==> src/hdl/brc_pkg.sv <==
// ============================================================================
// brc_pkg
// Shared types and constants for the reference-count block allocator.
// ============================================================================
package brc_pkg;

    // Default sizing, handed to the top-level parameters
    localparam int MAX_BLOCKS_DEF = 4096;
    localparam int COUNT_BITS_DEF = 32;

    // Fixed port widths
    localparam int CFG_W       = 13;
    localparam int BN_W        = 12;
    localparam int COUNT_OUT_W = 32;

    localparam logic [CFG_W-1:0] BLOCK_COUNT_RST = 13'd4096;

    typedef enum logic [1:0] {
        OP_ALLOC = 2'd0,
        OP_INC   = 2'd1,
        OP_DEC   = 2'd2,
        OP_READ  = 2'd3
    } op_t;

    typedef enum logic [2:0] {
        ST_OK      = 3'd0,
        ST_RANGE   = 3'd1,
        ST_MAXED   = 3'd2,
        ST_ZERO    = 3'd3,
        ST_NOSPACE = 3'd4
    } status_t;

    // Flags from the shared count unit
    typedef struct packed {
        logic zero;
        logic full;
    } cnt_flags_t;

    // One result transaction
    typedef struct packed {
        status_t                status;
        logic [BN_W-1:0]        block;
        logic [COUNT_OUT_W-1:0] count;
    } result_t;

endpackage

==> src/hdl/brc_count_alu.sv <==
// ============================================================================
// brc_count_alu
// Shared count unit: zero and saturation tests plus a single +1/-1 adder.
// ============================================================================
module brc_count_alu
    import brc_pkg::*;
#(
    parameter int COUNT_BITS = COUNT_BITS_DEF
)
(
    input  op_t                   op,
    input  logic [COUNT_BITS-1:0] count,
    output cnt_flags_t            flags,
    output logic [COUNT_BITS-1:0] sum
);

    logic [COUNT_BITS-1:0] step;

    // -1 is all ones in two's complement
    assign step       = (op == OP_DEC) ? '1 : COUNT_BITS'(1);
    assign sum        = count + step;
    assign flags.zero = (count == '0);
    assign flags.full = &count;

endmodule
==> config.mk <==
export PLATFORM = sky130hd
export DESIGN_NAME = brc_count_alu
export DESIGN_NICKNAME = d
export VERILOG_FILES = /design/src/hdl/brc_pkg.sv /design/src/hdl/brc_count_alu.sv
export SDC_FILE = /design/constraint.sdc
export NUM_CORES = 1
export LEC_CHECK = 0
export ABC_AREA = 1
export BUFFER_PORTS_ARGS = -buffer_cell sky130_fd_sc_hd__buf_4
export CORE_AREA = 2 2 57 98
export DETAILED_ROUTE_END_ITERATION = 16
export DIE_AREA = 0 0 59 100
export PLACE_DENSITY = 0.73
export SYNTH_ARGS = -nofsm -noshare
export SYNTH_HDL_FRONTEND = slang
export SYNTH_SLANG_ARGS = --single-unit
==> constraint.sdc <==
create_clock -name vclk -period 3.1
set_input_delay 0.465 -clock vclk [all_inputs]
set_output_delay 0.465 -clock vclk [all_outputs]
set_load 0.005 [all_outputs]
# Word-level counts from Yosys, hierarchy flattened
# Cells that the tools add are included.
[op_classes]
addsub = 1
eq_ne = 1
muxes = 1
reduce_logical = 2
[ops]
columns = ["op", "count"]
rows = [
  ["$add 32x32->32", 1],
  ["$logic_not 32->1", 1],
  ["$mux 32", 1],
  ["$reduce_and 32->1", 1],
  ["$eq 2x2->1 const B", 1],
]
[totals]
register_bits = 0
in_bits = 34
output_inout_bits = 34

# Longest topological paths before layout
# Gate-level depths: netlist of run 1.
[logic_depth]
word_depth = 3
depth_mapped = 17
ltp_nobuf = 16

# Least setup slack after synthesis of run 1
# No wires, ideal clock.
[synth_path]
kind = "in2out"
startpoint = "in op[1]"
endpoint = "out sum[16]"
t_arrival_ps = 1929
required_ps = 2635
setup_slack_ps = 706
cell_stages = 15
path_buffers = 2
path_cell_list = "buf_4 nand2_4 buf_12 nand2_1 nand2_1 inv_1 ha_1 inv_1 nand2_1 nand2_1 nand2_1 nand2_1 nand2_2 a21oi_2 xor2_1"
[synth_via]
elab_chain_len = 3
[synth_lines]
columns = ["item", "line_no", "text"]
rows = [
  ["from (decl)", "brc_count_alu.sv:11", "input op_t op,"],
  ["$eq 2x2->1", "brc_count_alu.sv:20", "assign step = (op == OP_DEC) ? '1 : COUNT_BITS'(1);"],
  ["$mux 32", "brc_count_alu.sv:20", ""],
  ["$add 32x32->32", "brc_count_alu.sv:21", "assign sum = count + step;"],
  ["to (decl)", "brc_count_alu.sv:14", "output logic [COUNT_BITS-1:0] sum"],
]
# Every way passes these cells.

# Final worst setup path of run 1
[layout_path]
startpoint = "in op[0]"
endpoint = "out sum[29]"
# Same word-level chain as after synthesis.

==> flow_summary.toml, run 1 <==
[detailed_routing]
vias_per_cell = 5.33
drt-initial-drc-count = 143
route.detailed.drc = 0
firstDrtPassIters = 4
ant_nets = 0
wl_per_cell_um = 13.9
routed_wl_mm = 8.60
via_count = 3301

[timing]
post-route-period-util = 0.911
finalSetupTns_ns = 0
final.min_clock_period_ns = 2.83
maxSlewHeadroom = 0.687
max_freq_mhz = 354
worstMarginPinSlew_ns = 0.465
setup-violations-final = 0
holdWs_ns = 1.23
setup_ws_ns = 0.274
maxSlewViolCount = 0
hold_violations = 0
rsz0062_at_grt = "false"

[critical_path]
setup.worst_path.end_class = "output pin"
crit_required_ns = 2.63
path_max_fanout = 23
crit_type = "primary input to output pin"
arrival_ns = 2.36
start_kind = "primary input"

[run_status]
status = "finished clean"

[pwr]
p_int_mw = 0.205
ir_drop_v = 0.0000802
power_frac_comb = 1.000
p_clk_frac = 0
power_density_nw_per_um2 = 167
switching_share = 0.583
seq_power_share = 0
p_leak_nw = 1.76
power_switching_mw = 0.286

[grt]
first_global_vias = 3146
grt_pass1_wl_mm = 13.8
overflow = 0
gr-usage-all-layers = 0.300
antenna_found_initial = 0
grt_max_degree = 40

[place]
place_ws_ns = 0.315
place_congestion = 0.991
io_buffers = 68
dp_hpwl_mm = 7.61

[finish]
seq_area_um2 = 0
layout-drive-gt1-share = 0.186
area_growth_pct = 21.5
nNetsFinal = 601
diodes = 0
flops_and_latches = 0
multi_input_area_um2 = 1970
fill_cells = 595
n_clock_buffer = 0

[floorplanning]
core_area_um2 = 5170
start_util = 0.468
die_h_um = 100
dieWidth_um = 59
dieArea_um2 = 5900
rows = 35
io_pins = 68

[yosys]
yosysTopAreaCellShare = 0.343
netlist_top_cells_count = "221 x nand2_1, 85 x inv_1, 46 x nor2_1, 28 x nand3_1"
syn_inst = 502
syn_avg_cell_area_um2 = 4.82
synthDistinctLibCells = 34
yosysSeqAreaShare = 0
syn-cell-area_um2 = 2420
syn-num-nets = 537
synth_most_common_cell = "nand2_1"
synthTopCellsByArea = "nand2_1 34%, inv_1 13%, nor2_1 7.1%, nand3_1 5.8%, xor2_1 5.1%"
yosysWarnings = 0
yosysTopAreaCell = "nand2_1"

[worst_hold_path]
hp-class = "primary input to output pin"

[clock_network]
ctsHoldBuffers = 0
cts_setup_buffers = 0
ctsResizeCount = 0

[run]
cap_violations = 0
-- routing by layer --
layer	share of wire	GRT usage
met5	0	0
met4	0.087	0.222
met3	0.035	0.00902
met2	0.55	0.579
met1	0.33	0.279
-- through the flow --
stage | instance area (um^2) | util | total power [mW] | cells
4_1_cts | 2940 | 0.569 | 0.490 | 619
5_1_grt | 2940 | 0.569 | 0.545 | 619
6_report | 2940 | 0.569 | 0.491 | 619
2_1_floorplan | 2420 | - | 0.291 | 502
3_3_place_gp | 2940 | 0.569 | 0.484 | 619
3_5_place_dp | 2940 | 0.569 | 0.488 | 619
-- worst max-delay path, stage by stage --
cell,delay [ns]
buf_4,0.12
inv_2,0.10
nand2_4,0.18
buf_12,0.22
nand2_1,0.06
nand2_1,0.13
inv_1,0.11
nand2_1,0.07
inv_1,0.06
nand2_2,0.08
o21bai_1,0.31
nor2_1,0.10
nand2_1,0.08
nand2_1,0.05
nand2_1,0.09
buf_4,0.11
-- worst paths after layout --
check	slack (ns)	to	depth (start not counted)	startpoint
setup / recovery	0.27	sum[29]	16	op[0]
hold / removal	1.23	sum[0]	3	count[0]
-- area by class of cell --
cell class | count | area share
timing repair buffer | 72 | 0.193
multi-input combinational | 403 | 0.670
tap | 55 | 0.0234
inverter | 89 | 0.114
-- cells in the final DEF (no fill, tap or decap), drive strengths merged --
cell type	n
ha	1
or4	1
nand3b	2
nand2	231
nor4	9
and2	2
inv	89
buf	72
nor2	51
xor2	18
o21ai	16
o21bai	4
a31oi	1
a21oi	9
nand4	10
nor3	4
o211ai	1
nand3	30
xnor2	3
a41oi	10
-- power by group through the flow --
| stage | combinational, mW | sequential, mW | clock (mW) |
|---|---|---|---|
| after floorplan | 0.291 | 0 | 0 |
| after global placement | 0.484 | 0 | 0 |
| after detailed placement | 0.488 | 0 | 0 |
| after CTS | 0.490 | 0 | 0 |
| after global routing | 0.545 | 0 | 0 |
| final | 0.491 | 0 | 0 |
-- cells by family after synthesis --
| group | Yosys count | synth area share |
|---|---|---|
| AO/OA/AOI/OAI | 41 | 0.112 |
| XOR/XNOR | 21 | 0.0932 |
| AND/OR/NAND/NOR | 340 | 0.604 |
| adder cells (fa/ha/maj) | 1 | 0.00518 |
| buffers and inverters | 99 | 0.185 |
Power figures use the tool's default switching activity.
==> inputs of run 2 (changes only) <==
- CORE_AREA: 2 2 57 98 -> 2 2 85 66
- DIE_AREA: 0 0 59 100 -> 0 0 87 68
- PLACE_DENSITY: 0.73 -> 0.78
==> run 2 against run 1 <==
  * Wire length shrank 5.1%
  * Final cell count is 1.1% higher
  * Critical path depth decreased by 3
  * Hold slack barely moved
  * Power hardly changed
  * Via count down 0.21%
  * Cell area is 0.13% lower
  * Combinational power barely moved
  * Fmax increased by 3.6%
  * Critical endpoint is now sum[24]
==> flow_summary.toml, run 2 (same netlist as run 1, synthesis figures left out) <==
[finish]
final_cell_mix = "221 x nand2_1, 85 x inv_1, 71 x buf_4"
design_area_um2 = 2930
seq_area_um2 = 0
area_growth_pct = 21.4
final_cells = 626
layout-drive-gt1-share = 0.186
flops_and_latches = 0
n_clock_buffer = 0
diodes = 0
fill_cells = 541
nNetsFinal = 601
layout_commonest_cell = "nand2_1"

[pwr]
power_density_nw_per_um2 = 167
p_leak_nw = 1.75
ir_drop_v = 0.0000659

[timing]
setup-violations-final = 0
rsz0062_at_grt = "false"
hold_violations = 0
final.min_clock_period_ns = 2.73
maxSlewViolCount = 0
max_freq_mhz = 367
maxSlewHeadroom = 0.708
post-route-period-util = 0.880
worstMarginPinSlew_ns = 0.433
finalSetupTns_ns = 0

[critical_path]
crit_type = "primary input to output pin"
crit_required_ns = 2.63
cp_common_cell = "nand2_1"
setup.worst_path.end_class = "output pin"
max_stage_delay_ns = 0.27
start_kind = "primary input"
arrival_ns = 2.26
critPathTopFamily = "simple AND/OR/NAND/NOR gates"
path_cells = "buf_4 > inv_2 > nand2_4 > buf_4 > nand2_1 > nand2_1 > nor2_1 > nand2_1 > o21ai_0 > a21oi_1 > nand3b_1 > nand2_1 > buf_4"
crit_path_top_delay_cell = "o21ai_0"
critical_path_buf_inv_count = 4
path_max_fanout = 20

[detailed_routing]
wl_met2_mm = 3.27
wl_per_cell_um = 13.0
routed_wl_mm = 8.15
ant_nets = 0
top_layer = "met4"
route.detailed.drc = 0
via_count = 3294
firstDrtPassIters = 5
drt-initial-drc-count = 332
vias_per_cell = 5.26
wl_met3_um = 889
drt-met1-wl_mm = 3.97

[place]
dp_hpwl_mm = 7.07
dp_cells = 626
place_area_um2 = 2930
io_buffers = 68
place_congestion = 0.942

[grt]
grt_max_degree = 27
overflow = 0
grt_pass1_wl_mm = 13.1
antenna_found_initial = 0
gr-usage-all-layers = 0.277
first_global_vias = 2796

[floorplanning]
io_pins = 68
dieWidth_um = 87
dieArea_um2 = 5920
die_h_um = 68
core_area_um2 = 5150
start_util = 0.469
rows = 23

[worst_hold_path]
hp-class = "primary input to output pin"
min_path_cells = 3
min_from = "count[0]"
holdPathEnd = "sum[0]"

[run]
cap_violations = 0

[clock_network]
ctsHoldBuffers = 0
cts_setup_buffers = 0
ctsResizeCount = 0

[run_status]
status = "finished clean"
run 2: area by class of cell:
cell class / count / area, um^2 / area share
tap: 62 / 77.6 / 0.0264
multi-input combinational: 403 / 1970 / 0.671
inverter: 89 / 334 / 0.114
timing repair buffer: 72 / 553 / 0.188
run 2: worst max-delay path by stage:
stage | startpoint | to | slack (ns) | cells after the start
detailed placement | op[0] | sum[24] | 0.39 | 13
global placement | op[1] | sum[29] | 0.42 | 15
floorplan | op[1] | sum[16] | 0.71 | 15
finish | op[0] | sum[24] | 0.37 | 13
CTS | op[0] | sum[24] | 0.38 | 13
global route | op[1] | sum[29] | 0.13 | 18
run 2: stage by stage:
step | setup slack, ns | hold WS (ns) | total power, mW | util
floorplan | 0.706 | 0.964 | 0.291 | -
global placement | 0.425 | 1.24 | 0.479 | 0.570
detailed placement | 0.390 | 1.23 | 0.482 | 0.570
CTS | 0.384 | 1.23 | 0.484 | 0.570
global route | 0.128 | 1.25 | 0.545 | 0.570
finish | 0.372 | 1.23 | 0.491 | 0.570
run 2: per-layer routing:
metal,up-vias,global-route usage
li1,1685,-
met5,-,0
met2,184,0.405
met4,0,0.0117
met3,4,0.0253
met1,1421,0.450
run 2: where the power goes:
group / switching (mW) / internal (mW) / leakage (nW)
clock: 0 / 0 / 0
sequential: 0 / 0 / 0
combinational: 0.288 / 0.203 / 1.75
total: 0.288 / 0.203 / 1.75
